--- src/rtl/core/tce_pkg.sv ---
// ----------------------------------------------------------------------------
// tce_pkg
// shared types, constants and the byte-wide crc step of the checksum engine
// ----------------------------------------------------------------------------
package tce_pkg;

   localparam logic [31:0] CRC_POLY    = 32'hEDB8_8320;
   localparam logic [31:0] CRC_ONES    = 32'hFFFF_FFFF;
   localparam logic [31:0] LENGTH_INIT = 32'd1;

   localparam int QUEUE_DEPTH = 4;
   localparam int QPTR_W      = $clog2(QUEUE_DEPTH);
   localparam int QCNT_W      = $clog2(QUEUE_DEPTH + 1);

   localparam logic KIND_START = 1'b0;
   localparam logic KIND_BYTE  = 1'b1;

   typedef struct packed {
      logic       kind;
      logic [7:0] data_byte;
   } req_type;

   typedef struct packed {
      logic [31:0] crc_value;
      logic [31:0] sum_value;
      logic [31:0] nonzero_total;
      logic [31:0] bytes_seen;
   } rsp_type;

   typedef enum logic [0:0] {
      OP_START,
      OP_BYTE
   } op_type;

   typedef struct packed {
      op_type     op;
      logic [7:0] data_byte;
   } queue_entry_type;

   function automatic logic [31:0] crc_byte(input logic [31:0] crc, input logic [7:0] b);
      logic [31:0] c;
      c = crc ^ {24'd0, b};
      for (int k = 0; k < 8; k++) begin
         c = c[0] ? ((c >> 1) ^ CRC_POLY) : (c >> 1);
      end
      return c;
   endfunction

endpackage

--- src/rtl/core/tce_front.sv ---
// ----------------------------------------------------------------------------
// tce_front
// accepts requests, holds the length register and classifies requests into
// queue operations; zero-length starts are dropped here
// ----------------------------------------------------------------------------
module tce_front (
   input  logic                     clock,
   input  logic                     reset,
   input  logic                     req_valid,
   output logic                     req_ready,
   input  tce_pkg::req_type         req_data,
   input  logic                     csr_wr_en,
   input  logic [31:0]              csr_wr_data,
   input  logic                     queue_full,
   output logic                     push,
   output tce_pkg::queue_entry_type push_entry,
   output logic [31:0]              tensor_length
);

   logic [31:0] length_ff;
   logic [31:0] length_in;
   logic        keep;

   always_comb begin
      length_in = csr_wr_en ? csr_wr_data : length_ff;
   end

   always_ff @(posedge clock) begin
      if (reset) begin
         length_ff <= tce_pkg::LENGTH_INIT;
      end else begin
         length_ff <= length_in;
      end
   end

   // classify
   always_comb begin
      keep                 = 1'b0;
      push_entry.op        = tce_pkg::OP_BYTE;
      push_entry.data_byte = req_data.data_byte;
      unique case (req_data.kind)
         tce_pkg::KIND_START: begin
            keep          = (length_ff != 32'd0);
            push_entry.op = tce_pkg::OP_START;
         end
         tce_pkg::KIND_BYTE: begin
            keep          = 1'b1;
            push_entry.op = tce_pkg::OP_BYTE;
         end
         default: begin
            keep = 1'b0;
         end
      endcase
   end

   assign req_ready     = !queue_full;
   assign push          = req_valid && req_ready && keep;
   assign tensor_length = length_ff;

endmodule

--- src/rtl/core/tce_queue.sv ---
// ----------------------------------------------------------------------------
// tce_queue
// short fifo of classified operations between front and back
// ----------------------------------------------------------------------------
module tce_queue (
   input  logic                     clock,
   input  logic                     reset,
   input  logic                     push,
   input  tce_pkg::queue_entry_type push_entry,
   input  logic                     pop,
   output tce_pkg::queue_entry_type head_entry,
   output logic                     full,
   output logic                     empty
);

   tce_pkg::queue_entry_type mem_ff [tce_pkg::QUEUE_DEPTH];

   logic [tce_pkg::QPTR_W-1:0] wr_ptr_ff, wr_ptr_in;
   logic [tce_pkg::QPTR_W-1:0] rd_ptr_ff, rd_ptr_in;
   logic [tce_pkg::QCNT_W-1:0] count_ff, count_in;

   localparam logic [tce_pkg::QPTR_W-1:0] PTR_LAST = tce_pkg::QPTR_W'(tce_pkg::QUEUE_DEPTH - 1);
   localparam logic [tce_pkg::QCNT_W-1:0] CNT_FULL = tce_pkg::QCNT_W'(tce_pkg::QUEUE_DEPTH);

   assign full       = (count_ff == CNT_FULL);
   assign empty      = (count_ff == '0);
   assign head_entry = mem_ff[rd_ptr_ff];

   always_comb begin
      wr_ptr_in = wr_ptr_ff;
      rd_ptr_in = rd_ptr_ff;
      count_in  = count_ff;
      if (push) begin
         wr_ptr_in = (wr_ptr_ff == PTR_LAST) ? '0 : wr_ptr_ff + 1'b1;
      end
      if (pop) begin
         rd_ptr_in = (rd_ptr_ff == PTR_LAST) ? '0 : rd_ptr_ff + 1'b1;
      end
      if (push && !pop) begin
         count_in = count_ff + 1'b1;
      end else if (pop && !push) begin
         count_in = count_ff - 1'b1;
      end
   end

   always_ff @(posedge clock) begin
      if (reset) begin
         wr_ptr_ff <= '0;
         rd_ptr_ff <= '0;
         count_ff  <= '0;
      end else begin
         wr_ptr_ff <= wr_ptr_in;
         rd_ptr_ff <= rd_ptr_in;
         count_ff  <= count_in;
      end
   end

   always_ff @(posedge clock) begin
      if (push) begin
         mem_ff[wr_ptr_ff] <= push_entry;
      end
   end

endmodule

--- src/rtl/core/tce_back.sv ---
// ----------------------------------------------------------------------------
// tce_back
// runs the accumulators on queued operations and holds the result register
// ----------------------------------------------------------------------------
module tce_back (
   input  logic                     clock,
   input  logic                     reset,
   input  logic                     empty,
   input  tce_pkg::queue_entry_type head_entry,
   output logic                     pop,
   input  logic [31:0]              tensor_length,
   output logic                     rsp_valid,
   input  logic                     rsp_ready,
   output tce_pkg::rsp_type         rsp_data
);

   logic [31:0] crc_ff, crc_in;
   logic [31:0] sum_ff, sum_in;
   logic [31:0] nz_ff, nz_in;
   logic [31:0] cnt_ff, cnt_in;
   logic        armed_ff, armed_in;
   logic        rsp_valid_ff, rsp_valid_in;
   tce_pkg::rsp_type rsp_data_ff, rsp_data_in;

   logic [31:0] crc_next, sum_next, nz_next, cnt_next;

   assign pop = !empty && (!rsp_valid_ff || rsp_ready);

   always_comb begin
      crc_next = tce_pkg::crc_byte(crc_ff, head_entry.data_byte);
      sum_next = sum_ff + {24'd0, head_entry.data_byte};
      nz_next  = nz_ff + {31'd0, (head_entry.data_byte != 8'd0)};
      cnt_next = cnt_ff + 32'd1;
   end

   always_comb begin
      crc_in       = crc_ff;
      sum_in       = sum_ff;
      nz_in        = nz_ff;
      cnt_in       = cnt_ff;
      armed_in     = armed_ff;
      rsp_valid_in = rsp_valid_ff && !rsp_ready;
      rsp_data_in  = rsp_data_ff;
      if (pop) begin
         case (head_entry.op)
            tce_pkg::OP_START: begin
               crc_in   = tce_pkg::CRC_ONES;
               sum_in   = '0;
               nz_in    = '0;
               cnt_in   = '0;
               armed_in = 1'b1;
            end
            tce_pkg::OP_BYTE: begin
               if (armed_ff) begin
                  crc_in = crc_next;
                  sum_in = sum_next;
                  nz_in  = nz_next;
                  cnt_in = cnt_next;
                  if (cnt_next >= tensor_length) begin
                     armed_in                  = 1'b0;
                     rsp_valid_in              = 1'b1;
                     rsp_data_in.crc_value     = crc_next ^ tce_pkg::CRC_ONES;
                     rsp_data_in.sum_value     = sum_next;
                     rsp_data_in.nonzero_total = nz_next;
                     rsp_data_in.bytes_seen    = cnt_next;
                  end
               end
            end
            default: begin
               armed_in = armed_ff;
            end
         endcase
      end
   end

   always_ff @(posedge clock) begin
      if (reset) begin
         crc_ff       <= tce_pkg::CRC_ONES;
         sum_ff       <= '0;
         nz_ff        <= '0;
         cnt_ff       <= '0;
         armed_ff     <= 1'b0;
         rsp_valid_ff <= 1'b0;
      end else begin
         crc_ff       <= crc_in;
         sum_ff       <= sum_in;
         nz_ff        <= nz_in;
         cnt_ff       <= cnt_in;
         armed_ff     <= armed_in;
         rsp_valid_ff <= rsp_valid_in;
      end
   end

   always_ff @(posedge clock) begin
      rsp_data_ff <= rsp_data_in;
   end

   assign rsp_valid = rsp_valid_ff;
   assign rsp_data  = rsp_data_ff;

`ifndef SYNTHESIS
   a_result_needs_armed: assert property (@(posedge clock) disable iff (reset)
      $rose(rsp_valid_ff) |-> $past(armed_ff))
      else $error("result raised while idle");

   a_disarm_gives_result: assert property (@(posedge clock) disable iff (reset)
      $fell(armed_ff) |-> rsp_valid_ff)
      else $error("run ended without a result");

   a_nonzero_within_count: assert property (@(posedge clock) disable iff (reset)
      armed_ff |-> (nz_ff <= cnt_ff))
      else $error("nonzero count above byte count");

   a_result_count_nonzero: assert property (@(posedge clock) disable iff (reset)
      rsp_valid_ff |-> (rsp_data_ff.bytes_seen != 32'd0))
      else $error("result with zero bytes");
`endif

endmodule

--- src/rtl/core/tensor_checksum_engine.sv ---
// ----------------------------------------------------------------------------
// tensor_checksum_engine
// crc-32, byte sum and byte counts over one tensor run per start request
// ----------------------------------------------------------------------------
//   channel  | ports                         | payload
//   ---------+-------------------------------+------------------------------
//   request  | req_valid / req_ready         | req_data  (kind, data_byte)
//   response | rsp_valid / rsp_ready         | rsp_data  (crc, sum, counts)
//   csr      | csr_wr_en                     | csr_wr_data (tensor_length)
//
// one request per cycle sustained while responses are taken; a run's last byte
// passes the queue stage, then the accumulator/result register
// while a response stalls the four-entry queue absorbs up to four more
// requests, then req_ready drops until the response is taken
// synchronous reset clears the queue, disarms the engine, length back to 1
// ----------------------------------------------------------------------------
module tensor_checksum_engine (
   input  logic             clock,
   input  logic             reset,
   input  logic             req_valid,
   output logic             req_ready,
   input  tce_pkg::req_type req_data,
   output logic             rsp_valid,
   input  logic             rsp_ready,
   output tce_pkg::rsp_type rsp_data,
   input  logic             csr_wr_en,
   input  logic [31:0]      csr_wr_data
);

   logic                     queue_full;
   logic                     queue_empty;
   logic                     push;
   logic                     pop;
   tce_pkg::queue_entry_type push_entry;
   tce_pkg::queue_entry_type head_entry;
   logic [31:0]              tensor_length;

   tce_front u_front (
      .clock         (clock),
      .reset         (reset),
      .req_valid     (req_valid),
      .req_ready     (req_ready),
      .req_data      (req_data),
      .csr_wr_en     (csr_wr_en),
      .csr_wr_data   (csr_wr_data),
      .queue_full    (queue_full),
      .push          (push),
      .push_entry    (push_entry),
      .tensor_length (tensor_length)
   );

   tce_queue u_queue (
      .clock      (clock),
      .reset      (reset),
      .push       (push),
      .push_entry (push_entry),
      .pop        (pop),
      .head_entry (head_entry),
      .full       (queue_full),
      .empty      (queue_empty)
   );

   tce_back u_back (
      .clock         (clock),
      .reset         (reset),
      .empty         (queue_empty),
      .head_entry    (head_entry),
      .pop           (pop),
      .tensor_length (tensor_length),
      .rsp_valid     (rsp_valid),
      .rsp_ready     (rsp_ready),
      .rsp_data      (rsp_data)
   );

endmodule
--- config.mk ---
export PLATFORM = sky130hd
export DESIGN_NAME = tensor_checksum_engine
export DESIGN_NICKNAME = d
export VERILOG_FILES = /design/src/rtl/core/tce_pkg.sv /design/src/rtl/core/tce_front.sv /design/src/rtl/core/tce_queue.sv /design/src/rtl/core/tce_back.sv /design/src/rtl/core/tensor_checksum_engine.sv
export SDC_FILE = /design/constraint.sdc
export NUM_CORES = 1
export LEC_CHECK = 0
export ABC_AREA = 1
export BUFFER_PORTS_ARGS = -buffer_cell sky130_fd_sc_hd__buf_2
export CELL_PAD_IN_SITES_DETAIL_PLACEMENT = 1
export CELL_PAD_IN_SITES_GLOBAL_PLACEMENT = 1
export CORE_MARGIN = 5
export CORE_UTILIZATION = 30
export CTS_BUF_LIST = sky130_fd_sc_hd__clkbuf_16
export CTS_CLUSTER_DIAMETER = 50
export DETAILED_ROUTE_END_ITERATION = 12
export PLACE_DENSITY = 0.56
export RECOVER_POWER = 100
export SYNTH_ARGS = -nofsm -noshare
export SYNTH_HDL_FRONTEND = slang
export SYNTH_SLANG_ARGS = --single-unit
--- constraint.sdc ---
create_clock -name clock -period 7.87 [get_ports clock]
set_clock_uncertainty 0.05 [all_clocks]
set_input_delay 0.3935 -clock clock [delete_from_list [all_inputs] [get_ports clock]]
set_output_delay 0.3935 -clock clock [all_outputs]
set_load 0.01 [all_outputs]
# After elaboration in Yosys (flattened, before gate mapping)
# Memory sizes are Yosys's and may differ from the RTL's. A register that Yosys moved wholly into a read port is not among the register bits.
# Index checks and enable logic that the tools add are counted.
# op_classes
add_sub_neg	7
n_lt_le_gt_ge	1
n_eq_ne	4
muxes	33
n_bitwise	12
reduce_logical	19
# ops
operator	n
$mux W32	12
$pmux W32 S2	4
$not A13 Y14	8
$add A32 B1 Y32	1
$add A32 B1 Y32 const B	1
$add A32 B8 Y32	1
$ge A32 B32 Y1	1
$not A32 Y32	1
$reduce_bool A32 Y1	1
$xor A32 B8 Y32	1
$mux W1	8
$mux W2	4
$reduce_bool A8 Y1	1
$logic_and A1 B1 Y1	6
$logic_not A1 Y1	6
$mux W3	2
$pmux W1 S2	3
$add A2 B1 Y2 const B	2
$eq A2 B2 Y1 const B	2
$reduce_and A4 Y1	1
$add A3 B1 Y3 const B	1
$eq A3 B3 Y1 const B	1
$logic_not A3 Y1	1
$sub A3 B1 Y3 const B	1
5 further kinds	6
# word_totals
regBits	297
mem_bits_rw	36
output_inout_bits	130
word_cells	91
mem_count	1
# mem_list
memory	words	word_bits	rd	rd_clocked_by_memory_dff	write_ports	line_no	text
u_queue.mem_ff	4	9	1	1	1	tce_queue.sv:16	tce_pkg::queue_entry_type mem_ff [tce_pkg::QUEUE_DEPTH];

# Logic depth before layout (Yosys ltp)
# Gate-level depths: netlist of run 1.
# logic_depth
depth_word	19
depth_mapped	22

# Cells and area by module
# Synthesis of run 1 repeated with hierarchy kept, for this count alone.
# hier_totals
cells_unflattened	1875
hier_area_um2	16299.4
# by_module_without_submodules
mod	instances	cells_each	area_each_um2	seq_area_each_um2
tce_back	1	1550	13086.3	6446.2
tce_queue	1	145	1896.8	1261.2
tce_front	1	180	1316.3	640.6

# Worst setup path before layout of run 1
# No wires, ideal clock.
# synth_path
path_type	flip-flop to flip-flop
startpoint	reg u_back.cnt_ff[0]
endpoint	reg u_back.rsp_data_ff, in the netlist u_back.rsp_data[0] (enable)
setup_time_ps	481
arrival_time_ps	4996
path_slack_ps	2342
stages_incl_launch_ff	19
synth_period_minus_slack_ps	5528
cell_sequence	dfxtp_1 -> ha_1 -> nand2_1 -> nor2_1 -> nand3_1 -> nor2_2 -> nand3_1 -> or2_1 -> xor2_1 -> inv_1 -> ha_1 -> nand2_1 -> nor2_1 -> nand2_1 -> nor3_1 -> nand4_1 -> nand3_1 -> nand3_1 -> inv_1
# synth_via
elab_chain_cells	3
# synth_lines
item	line_no	text
from (decl)	tce_back.sv:20	logic [31:0] cnt_ff, cnt_in;
from (signal assigned)	tce_back.sv:88	cnt_ff <= cnt_in;
$add A32 B1 Y32	tce_back.sv:33	cnt_next = cnt_ff + 32'd1;
net u_back.cnt_next[24]	tce_back.sv:25	logic [31:0] crc_next, sum_next, nz_next, cnt_next;
$ge A32 B32 Y1	tce_back.sv:59	if (cnt_next >= tensor_length) begin
$reduce_and A4 Y1 (no source line)	--	
to (signal assigned)	tce_back.sv:95	rsp_data_ff <= rsp_data_in;
to (decl)	tce_back.sv:23	tce_pkg::rsp_type rsp_data_ff, rsp_data_in;
# The timed path passes the listed nets, and every way through them passes these cells.
# A chain may end at the register's enable or synchronous reset.

# Worst setup path after layout of run 1
# layout_path
startpoint	reg u_queue.count_ff[1] (netlist bit)
endpoint	reg u_back.sum_ff[21]
# layout_via
elab_chain_cells	4
# layout_lines
item	line_no	text
from (decl)	tce_queue.sv:20	logic [tce_pkg::QCNT_W-1:0] count_ff, count_in;
from (signal assigned)	tce_queue.sv:54	count_ff <= count_in;
$logic_not A3 Y1	tce_queue.sv:26	assign empty = (count_ff == '0);
$logic_not A1 Y1	tce_back.sv:27	assign pop = !empty && (!rsp_valid_ff || rsp_ready);
$logic_and A1 B1 Y1	tce_back.sv:27	
$reduce_and A2 Y1 (no source line)	--	
to (signal assigned)	tce_back.sv:86	sum_ff <= sum_in;
to (decl)	tce_back.sv:18	logic [31:0] sum_ff, sum_in;
# No other way between the ends.

==> results of run 1 <==
-- metal layers --
layer,GRT usage (%),routed length [um],vias to the layer above
li1,-,-,6454
met1,21.2,22600,6189
met2,28.6,23900,204
met3,3.08,1950,51
met4,3.73,871,0
met5,0,0,-
-- critical path, cell delays in order, from the launching register on --
cell      delay, ns
dfxtp_1        0.36
inv_1          0.09
a31oi_2        0.30
nand2_1        0.60
nor2_4         0.79
clkbuf_1       2.97
nand3_1        0.24
a21oi_1        0.25
-- final timing paths --
kind / from / to / slack [ns] / depth (start not counted)
min: csr_wr_data[0] / u_front.tensor_length[0] / 0.03 / 3
max reg2reg: u_queue.count_ff[1] / u_back.sum_ff[21] / 2.07 / 7
max: u_queue.count_ff[1] / u_back.sum_ff[21] / 2.07 / 7
min reg2reg: u_back.sum_ff[0] / u_back.sum_ff[0] / 0.41 / 2
-- logic make-up after synthesis --
kind of cell	synth area share, %
and+or+nand+nor	23.8
DFF	51.5
AOI/OAI and AO/OA	8.03
buffers and inverters	6.17
xor gates and xnor gates	6.50
adders and majority gates	4.03
-- area by class of cell --
| type | count | area share, % |
|---|---|---|
| clock buffer | 52 | 6.84 |
| sequential | 335 | 43.9 |
| tap | 696 | 4.58 |
| multi-input combinational | 1270 | 35.0 |
| inverter | 189 | 3.78 |
| clock inverter | 38 | 1.53 |
| timing repair buffer | 190 | 4.32 |
-- flip-flops by register name, summed over array words and instances (netlist names), named ones only --
register and cells:
u_back.cnt_ff 32, u_queue.wr_ptr_ff 2, u_queue.mem_ff 36, u_back.nz_ff 32
u_back.armed_ff 1, u_queue.count_ff 3, u_front.tensor_length 32, u_queue.rd_ptr_ff 2
u_back.rsp_data 128, u_back.sum_ff 32, u_back.rsp_valid 1, u_back.crc_ff 32
-- power groups by stage --
stage	clock network (W)	registers (W)	logic, W
after floorplan	0	0.00214	0.00185
final	0.00213	0.00214	0.00240
after global routing	0.00226	0.00216	0.00272
after detailed placement	0	0.00218	0.00253
after CTS	0.00218	0.00215	0.00255
after global placement	0	0.00218	0.00249
-- synth_stat cells, drive strengths merged --
master  number
inv        187
nand2      586
a31o         1
buf         28
edfxtp     164
xor2        87
o21ai       63
nor3b        1
a21oi      173
nand3b       3
or2          6
dfxtp      171
a31oi        1
nand4       23
o221ai       2
and2         6
o211a        1
nor4        19
xnor2       26
nor2        84
clkbuf      27
clkinv       2
nand3      106
ha          49
o22ai        5
nor3        22
fa           2
a21o         4
-- repair_timing --
item | 4_1_cts | 5_1_grt
endpoints found under the setup margin | 0 | 0
hold buffers | 9 | 0
endpoints found under the hold margin | 36 | 0
-- through the flow --
step | hold WS (ns) | util [%] | total power, W | cell area [sq um]
4_1_cts | 0.0123 | 36.2 | 0.00688 | 19400
2_1_floorplan | 0.394 | - | 0.00398 | 16200
6_report | 0.0262 | 35.4 | 0.00667 | 19000
3_3_place_gp | 0.403 | 33.0 | 0.00467 | 17700
5_1_grt | 0.0163 | 35.4 | 0.00714 | 19000
3_5_place_dp | 0.409 | 33.0 | 0.00471 | 17700
==> impl_metrics.json, run 1 <==
{
  "path_clk_slew_ns": 0.06,
  "violations": "max-capacitance violations, max-slew violations",
  "p_leak_nw": 7.28,
  "final_common_cell": "nand2_1",
  "synthTopCellsByArea": "edfxtp_1 30%, dfxtp_1 21%, nand2_1 13%",
  "cts_resized": 0,
  "grt_use_total_pct": 16.4,
  "drv_cap": 5,
  "gp_congestion": 0.813,
  "timing_hold_violations_final": 0,
  "p_clk_share_pct": 31.9,
  "fin_crit_sh_pct": 73.7,
  "tightest_slew_ns": 4.14,
  "detail-route-antenna-nets": 0,
  "p_int_w": 0.00398,
  "syn2layout_area_growth_pct": 17.2,
  "seqPwrFrac_pct": 32.1,
  "yosys_warnings": 0,
  "cts_tree": "yes",
  "core_sq_um": 53700,
  "synth-seq-cells": 335,
  "final-seq-area_sq_um": 8350,
  "cts-htree-levels": 2,
  "worst_setup_path_end_kind": "register",
  "syn_area_sq_um": 16200,
  "hold_path.class": "in2reg",
  "syn-num-nets": 1946,
  "fillCellCount": 6350,
  "cts_buffer_depth": 3,
  "multiInputGateArea_sq_um": 6660,
  "grt_first_pass_wirelength_mm": 77.4,
  "fin_nets": 2131,
  "dp_cells": 2671,
  "die_x_um": 243,
  "layout_min_cycle_time_ns": 5.80,
  "rows": 85,
  "grt_max_degree": 90,
  "vias": 12900,
  "syn-mean-instance-area_sq_um": 8.77,
  "maxSlewHeadroom_pct": -176,
  "vias_per_cell": 4.66,
  "dieArea_sq_um": 58800,
  "synth_cells": 1849,
  "final_cell_mix": "565 x nand2_1, 189 x inv_1, 173 x a21oi_1",
  "cts_inserted_buffers": 48,
  "dp_slack_ns": 2.78,
  "wirelength_mm": 49.4,
  "cp_data_arrival_time_ns": 6.20,
  "final-setup-viol-count": 0,
  "drive_above_1_share_pct": 7.91,
  "power.density_nw_per_um2": 351,
  "post_cts.repair.setup_buffers": 0,
  "place.detailed.hpwl_mm": 35.7,
  "antenna_found_initial": 1,
  "die_h_um": 243,
  "netSwitchingFraction_pct": 40.3,
  "root_buffer": "clkbuf_16",
  "cp_max_fo": 79,
  "grt_pass1_vias": 13500,
  "numPortBuffers": 175,
  "first_pass_iters": 5,
  "max_clock_freq_mhz": 172,
  "slew_viol_final": 261,
  "critPathLaunchType": "register",
  "ys_seq_area_share_pct": 51.5,
  "status": "finished with violations",
  "crit_type": "reg2reg",
  "tns_ns": 0,
  "rsz0062_at_grt": "no",
  "antenna_cells": 0,
  "peakVddDrop_uv": 279,
  "grt_remaining_overflow": 0,
  "switchingPower_w": 0.00269,
  "first_iter_violations": 503,
  "worst_slack_ns": 2.07,
  "drc": 0,
  "initial_core_util_pct": 30.2,
  "wire_per_inst_um": 17.8,
  "clock_latency_ns": 0.58,
  "io_pins": 176,
  "synth_top_cell_area_share_pct": 30.4,
  "synth_top_area_cell": "edfxtp_1",
  "synth_cell_types": 52,
  "instances_no_fill": 2770,
  "clock-sinks": 335,
  "required_ns": 8.27,
  "share_comb_of_total_power_pct": 36.0
}
Power figures use the tool's default switching activity.
==> run 2: changes to the inputs <==
Clock period 7.87 ns to 5.9 ns, I/O delays scaled along.
==> run 2 against run 1 <==
Via count increased by 1.9%. Power increased by 33%. Worst setup slack lost 1.1 ns. Sequential power rose by 34%. Utilization grew 0.44 points. Global-route usage rose by 0.36 points. First-iteration DRC count rose by 12%. Wire length rose by 1.9%. Die area stayed put. Combinational power rose by 35%. Register-to-register slack worse by 1.1 ns. The run still ends with max-capacitance violations, max-slew violations left.
==> impl_metrics.json, run 2 (same netlist as run 1, synthesis figures left out) <==
{
  "grt_remaining_overflow": 0,
  "layout_min_cycle_time_ns": 4.89,
  "crit_type": "reg2reg",
  "peakVddDrop_uv": 253,
  "grt_first_pass_wirelength_mm": 79.0,
  "crit_chain": "ha_1 > nand2_1 > nor2_1 > nand3_1 > nor2_1 > nand3_1 > or2_0 > xor2_1 > inv_1 > ha_1 > nand2_1 > nor2_1 > nand2_1 > nor3_1 > nand4_1 > nand3_1 > nand3_1 > inv_6 > clkbuf_2",
  "required_ns": 6.05,
  "tns_ns": 0,
  "clock_latency_ns": 0.57,
  "io_pins": 176,
  "cp_data_arrival_time_ns": 5.04,
  "die_x_um": 243,
  "drc": 0,
  "r2r_cells": 19,
  "cp_common_cell": "nand3_1",
  "min_path_cells": 3,
  "final_cell_mix": "566 x nand2_1, 186 x inv_1, 173 x a21oi_1",
  "max_stage_delay_ns": 0.58,
  "first_pass_iters": 5,
  "cts_tree": "yes",
  "grt_use_total_pct": 16.8,
  "tightest_slew_ns": 4.04,
  "hold_path.class": "in2reg",
  "first_iter_violations": 564,
  "critPathSlowestCell": "clkbuf_2",
  "cts-htree-levels": 2,
  "grt_max_degree": 112,
  "hold-path-endpoint": "u_front.tensor_length[2]",
  "vias_per_cell": 4.70,
  "critPathLaunchType": "register",
  "fin_hold_ws_ns": 0.0270,
  "cp_max_fo": 55,
  "rr_startpoint": "u_back.cnt_ff[0]",
  "gp_congestion": 0.819,
  "maxSlewHeadroom_pct": -169,
  "fin_crit_sh_pct": 82.9,
  "drv_cap": 2,
  "final-setup-viol-count": 0,
  "final_common_cell": "nand2_1",
  "worst_setup_path_end_kind": "register",
  "fin_nets": 2159,
  "initial_core_util_pct": 30.2,
  "vias": 13100,
  "cp-startpoint": "u_back.cnt_ff[0]",
  "r2r-end": "u_back.rsp_data[4]",
  "timing_hold_violations_final": 0,
  "wirelength_mm": 50.3,
  "numPortBuffers": 175,
  "rsz0062_at_grt": "no",
  "root_buffer": "clkbuf_16",
  "max_clock_freq_mhz": 205,
  "antenna_found_initial": 1,
  "cts_inserted_buffers": 47,
  "reg2reg_slack_ns": 1.01,
  "antenna_cells": 0,
  "largest_register_ffs": 128,
  "violations": "max-capacitance violations, max-slew violations",
  "clock-sinks": 335,
  "min-delay-start": "csr_wr_data[2]",
  "wire_per_inst_um": 18.0,
  "die_h_um": 243,
  "drive_above_1_share_pct": 7.81,
  "slew_viol_final": 189,
  "place.detailed.hpwl_mm": 36.3,
  "power.density_nw_per_um2": 461,
  "syn2layout_area_growth_pct": 18.7,
  "cts_buffer_depth": 3,
  "status": "finished with violations",
  "detail-route-antenna-nets": 0,
  "grt_pass1_vias": 13900,
  "p_leak_nw": 7.40,
  "rows": 85,
  "core_sq_um": 53700,
  "dieArea_sq_um": 58800,
  "path_clk_slew_ns": 0.06
}
==> run 2: how the worst max path moves through the flow <==
stage,end,slack [ns],depth (start not counted)
finish,u_back.rsp_data[4],1.01,19
global route,u_back.rsp_data[30],0.56,18
detailed placement,u_back.rsp_data[97],1.29,19
CTS,u_back.rsp_data[112],1.28,19
floorplan,u_back.rsp_data[0],0.37,18
global placement,u_back.rsp_data[64],1.46,18
==> run 2: critical path, delay by kind of cell, from the launching register on <==
kind	cells	cell delay (ns)
buffers and inverters	3	1.14
adder cells (fa/ha/maj)	2	0.51
AND/OR/NAND/NOR	13	2.24
flip-flops	1	0.43
XOR/XNOR	1	0.15
==> run 2: metal layers <==
metal  track usage (%)  wire [um]  vias up
met4              4.28       1150        0
met3              2.92       2060       68
li1                  -          -     6504
met1              21.3      22700     6360
met5                 0          0        -
met2              29.6      24400      212
==> run 2: layout make-up <==
cell class              count  area, sq um
clock buffers              49         1230
clock inverters            38          312
multi-input cells        1270         6650
well taps                 696          871
fillers                  6297        34500
inverters                 189          718
repair buffers            219         1130
flip-flops and latches    335         8350
==> run 2: where the power goes <==
part / leakage [nW] / internal (W) / total, W / switching [W]
clock: 0.782 / 0.00166 / 0.00278 / 0.00112
sequential: 2.73 / 0.00274 / 0.00286 / 0.000114
combinational: 3.89 / 0.000877 / 0.00323 / 0.00236
==> run 2: per-stage QoR <==
stage | total power, W | cell area [sq um] | instances | setup WS [ns] | util [%]
3_3_place_gp | 0.00626 | 17800 | 2673 | 1.46 | 33.1
2_1_floorplan | 0.00532 | 16200 | 1849 | 0.372 | -
5_1_grt | 0.00948 | 19300 | 2796 | 0.564 | 35.8
3_5_place_dp | 0.00632 | 17800 | 2673 | 1.29 | 33.1
4_1_cts | 0.00918 | 19700 | 2796 | 1.28 | 36.6
6_report | 0.00887 | 19300 | 2796 | 1.01 | 35.8
==> run 2: repair_timing <==
action                                  4_1_cts  5_1_grt
hold buffers                                 36        0
hold endpoints to repair                     62        0
endpoints found under the setup margin        0        0
buffers inserted                              0        0
resized for setup                             0        0
==> run 3: changes to the inputs <==
Settings changed: ABC_AREA 1 to 0.
Clock period 5.9 ns to 4.1 ns, I/O delays scaled along.
==> run 3 against run 2 <==
The flow still finishes with violations (max-capacitance violations, max-slew violations). Via count fell by 13%. First-iteration DRC count rose by 7.8%. Maximum frequency rose by 25%. Register-to-register slack got worse by 0.83 ns.
==> impl_metrics.json, run 3 <==
{
  "largest_register_ffs": 128,
  "share_comb_of_total_power_pct": 36.2,
  "path_clk_slew_ns": 0.06,
  "wire_per_inst_um": 19.6,
  "synth_top_family_by_area": "compound AO/OA/AOI/OAI gates",
  "slew_viol_final": 33,
  "required_ns": 4.32,
  "layout_min_cycle_time_ns": 3.92,
  "synth_xor_area_share_pct": 11.0,
  "drv_cap": 1,
  "synth_cells": 1378,
  "p_leak_nw": 7.25,
  "final_common_cell": "dfxtp_1",
  "synth_mux_area_share_pct": 3.57,
  "detail-route-antenna-nets": 0,
  "gp_congestion": 0.786,
  "postLayoutCoreUtil_pct": 37.8,
  "netSwitchingFraction_pct": 35.8,
  "tightest_slew_ns": 2.40,
  "seqPwrFrac_pct": 32.4,
  "grt_first_pass_wirelength_mm": 70.4,
  "synth-seq-cells": 335,
  "path_buf_inv": 3,
  "peakVddDrop_uv": 389,
  "final-setup-viol-count": 0,
  "hold_path.class": "in2reg",
  "die_x_um": 236,
  "syn-mean-instance-area_sq_um": 11.1,
  "first_iter_violations": 608,
  "cts_tree": "yes",
  "path_delay_family": "simple AND/OR/NAND/NOR gates",
  "crit_type": "reg2reg",
  "worst_setup_path_end_kind": "register",
  "synth_cell_types": 61,
  "syn2layout_area_growth_pct": 24.1,
  "synth_top_cell_area_share_pct": 32.1,
  "cp_data_arrival_time_ns": 4.14,
  "numPortBuffers": 175,
  "synthTopCellsByArea": "edfxtp_1 32%, dfxtp_1 22%, xnor2_1 4.5%",
  "maxSlewHeadroom_pct": -59.9,
  "synth_edf_count": 164,
  "wirelength_mm": 45.5,
  "synth_compound_area_share_pct": 11.9,
  "clock-sinks": 335,
  "grt_use_total_pct": 15.9,
  "worst_slack_ns": 0.181,
  "max_clock_freq_mhz": 255,
  "core_sq_um": 50400,
  "yosys_warnings": 0,
  "rows": 82,
  "dp_slack_ns": 0.0154,
  "cp_max_fo": 42,
  "power.density_nw_per_um2": 697,
  "io_pins": 176,
  "timing_hold_violations_final": 0,
  "violations": "max-capacitance violations, max-slew violations",
  "critPathSlowestCell": "or4_4",
  "vias": 11400,
  "switchingPower_w": 0.00475,
  "synth_ff_type": "dfxtp_1",
  "clock_latency_ns": 0.58,
  "yosys.area_share.simple_pct": 11.8,
  "grt_max_degree": 62,
  "crit_chain": "and4_4 > nand3_2 > buf_4 > or4_4 > nor2_2 > xor2_1 > ha_1 > a21o_1 > a21o_1 > a21oi_2 > o211ai_1 > o211ai_1 > buf_4 > nand2_8 > buf_12",
  "synthTopCellsByCount": "171 x dfxtp_1, 164 x edfxtp_1, 135 x nor2_1",
  "fin_crit_sh_pct": 95.6,
  "syn-num-nets": 1475,
  "syn_area_sq_um": 15300,
  "grt_pass1_vias": 11800,
  "cts-htree-levels": 2,
  "drive_above_1_share_pct": 11.7,
  "final_cell_mix": "169 x dfxtp_1, 164 x edfxtp_1, 142 x clkbuf_1",
  "place.detailed.hpwl_mm": 32.2,
  "ys_seq_area_share_pct": 54.5,
  "status": "finished with violations",
  "first_pass_iters": 5,
  "grt_remaining_overflow": 0,
  "critPathLaunchType": "register",
  "cts_inserted_buffers": 46,
  "synthAdderAreaFrac_pct": 4.26,
  "fin_nets": 1707,
  "vias_per_cell": 4.91,
  "initial_core_util_pct": 30.4,
  "max_stage_delay_ns": 0.59,
  "die_h_um": 236,
  "p_clk_share_pct": 31.4,
  "drc": 0,
  "async_reset_ff_share_pct": 0,
  "cts_buffer_depth": 3,
  "synth_top_area_cell": "edfxtp_1",
  "root_buffer": "clkbuf_16",
  "dieArea_sq_um": 55700,
  "p_int_w": 0.00851,
  "antenna_found_initial": 1,
  "yosysMostFrequentCell": "dfxtp_1"
}
[run 3: cell count changes after synthesis, sizes merged, moves of 18 or more]
cell / before / now
mux2i: 0 / 34
and3: 0 / 24
a21oi: 173 / 78
nand3: 106 / 36
xnor2: 26 / 99
clkbuf: 27 / 59
xor2: 87 / 63
nor2: 84 / 135
a22oi: 0 / 36
a31oi: 1 / 21
nand2: 586 / 73
inv: 187 / 49
buf: 28 / 10
[run 3: path summary, 6_finish.rpt]
check	from	endpoint	slack, ns	cells past startpoint
worst max-delay path	u_back.cnt_ff[10]	u_back.rsp_data[38]	0.18	15
worst min-delay path	reset	u_back.nz_ff[13]	0.07	2
worst max register to register	u_back.cnt_ff[10]	u_back.rsp_data[38]	0.18	15
worst min register to register	u_back.crc_ff[10]	u_back.crc_ff[10]	0.44	1
[run 3: timing repair]
action / CTS / global route
cloned: 0 / 0
setup endpoints to repair: 9 / 129
gates resized for setup: 1 / 14
endpoints found under the hold margin: 69 / 0
buffers inserted: 0 / 1
pin swaps: 0 / 1
hold buffers: 42 / 0
[run 3: power groups by stage]
stage	clock (W)	sequential, W	combinational (W)
2_1_floorplan	0	0.00428	0.00350
3_3_place_gp	0	0.00436	0.00477
3_5_place_dp	0	0.00437	0.00483
4_1_cts	0.00429	0.00430	0.00489
5_1_grt	0.00443	0.00433	0.00522
6_report	0.00417	0.00430	0.00480
[run 3: metal layers]
metal | global-route usage [%] | vias to the layer above | wire (um) | share of wire (%)
met5 | 0 | - | 0 | 0
met4 | 4.38 | 0 | 930 | 2.0
met3 | 2.34 | 56 | 1800 | 4.0
met2 | 25.4 | 214 | 21000 | 46
met1 | 22.5 | 5669 | 21700 | 48
li1 | - | 5464 | - | -
[run 3: area by class of cell]
type / count / area [sq um]
Inverter: 50 / 188
Clock inverter: 39 / 429
Clock buffer: 47 / 1180
Multi-Input combinational cell: 924 / 6610
Sequential cell: 335 / 8350
Antenna cell: 1 / 2.50
Timing Repair Buffer: 253 / 1420
Tap cell: 672 / 841
Fill cell: 5599 / 31400
[run 3: kinds of logic (layout without fill, tap and decap cells)]
kind of cell	Yosys count	in the layout
and+or+nand+nor	377	377
xor gates and xnor gates	162	162
AOI/OAI and AO/OA	291	291
muxes	43	43
DFF	335	335
adders and majority gates	51	51
other	0	1
buffers and inverters	119	389
[run 3: metrics by stage]
step / total power (W) / TNS, ns / cells / area [sq um] / hold slack (ns)
floorplan: 0.00778 / 0 / 1378 / 15300 / 0.254
finish: 0.0133 / 0 / 2321 / 19000 / 0.0664
global route: 0.0140 / -0.0800 / 2321 / 19000 / 0.0703
CTS: 0.0135 / 0 / 2319 / 19100 / 0.0363
detailed placement: 0.00920 / 0 / 2191 / 17100 / 0.378
global placement: 0.00912 / 0 / 2191 / 17100 / 0.371
[run 3: worst reg2reg max path, stage by stage (launching register included)]
cell and delay (ns):
dfxtp_1 0.41, and4_4 0.27, nand3_2 0.13, buf_4 0.19
or4_4 0.59, nor2_2 0.14, xor2_1 0.21, ha_1 0.28
a21o_1 0.17, a21o_1 0.18, a21oi_2 0.19, o211ai_1 0.14
o211ai_1 0.18, buf_4 0.17, nand2_8 0.07, buf_12 0.19
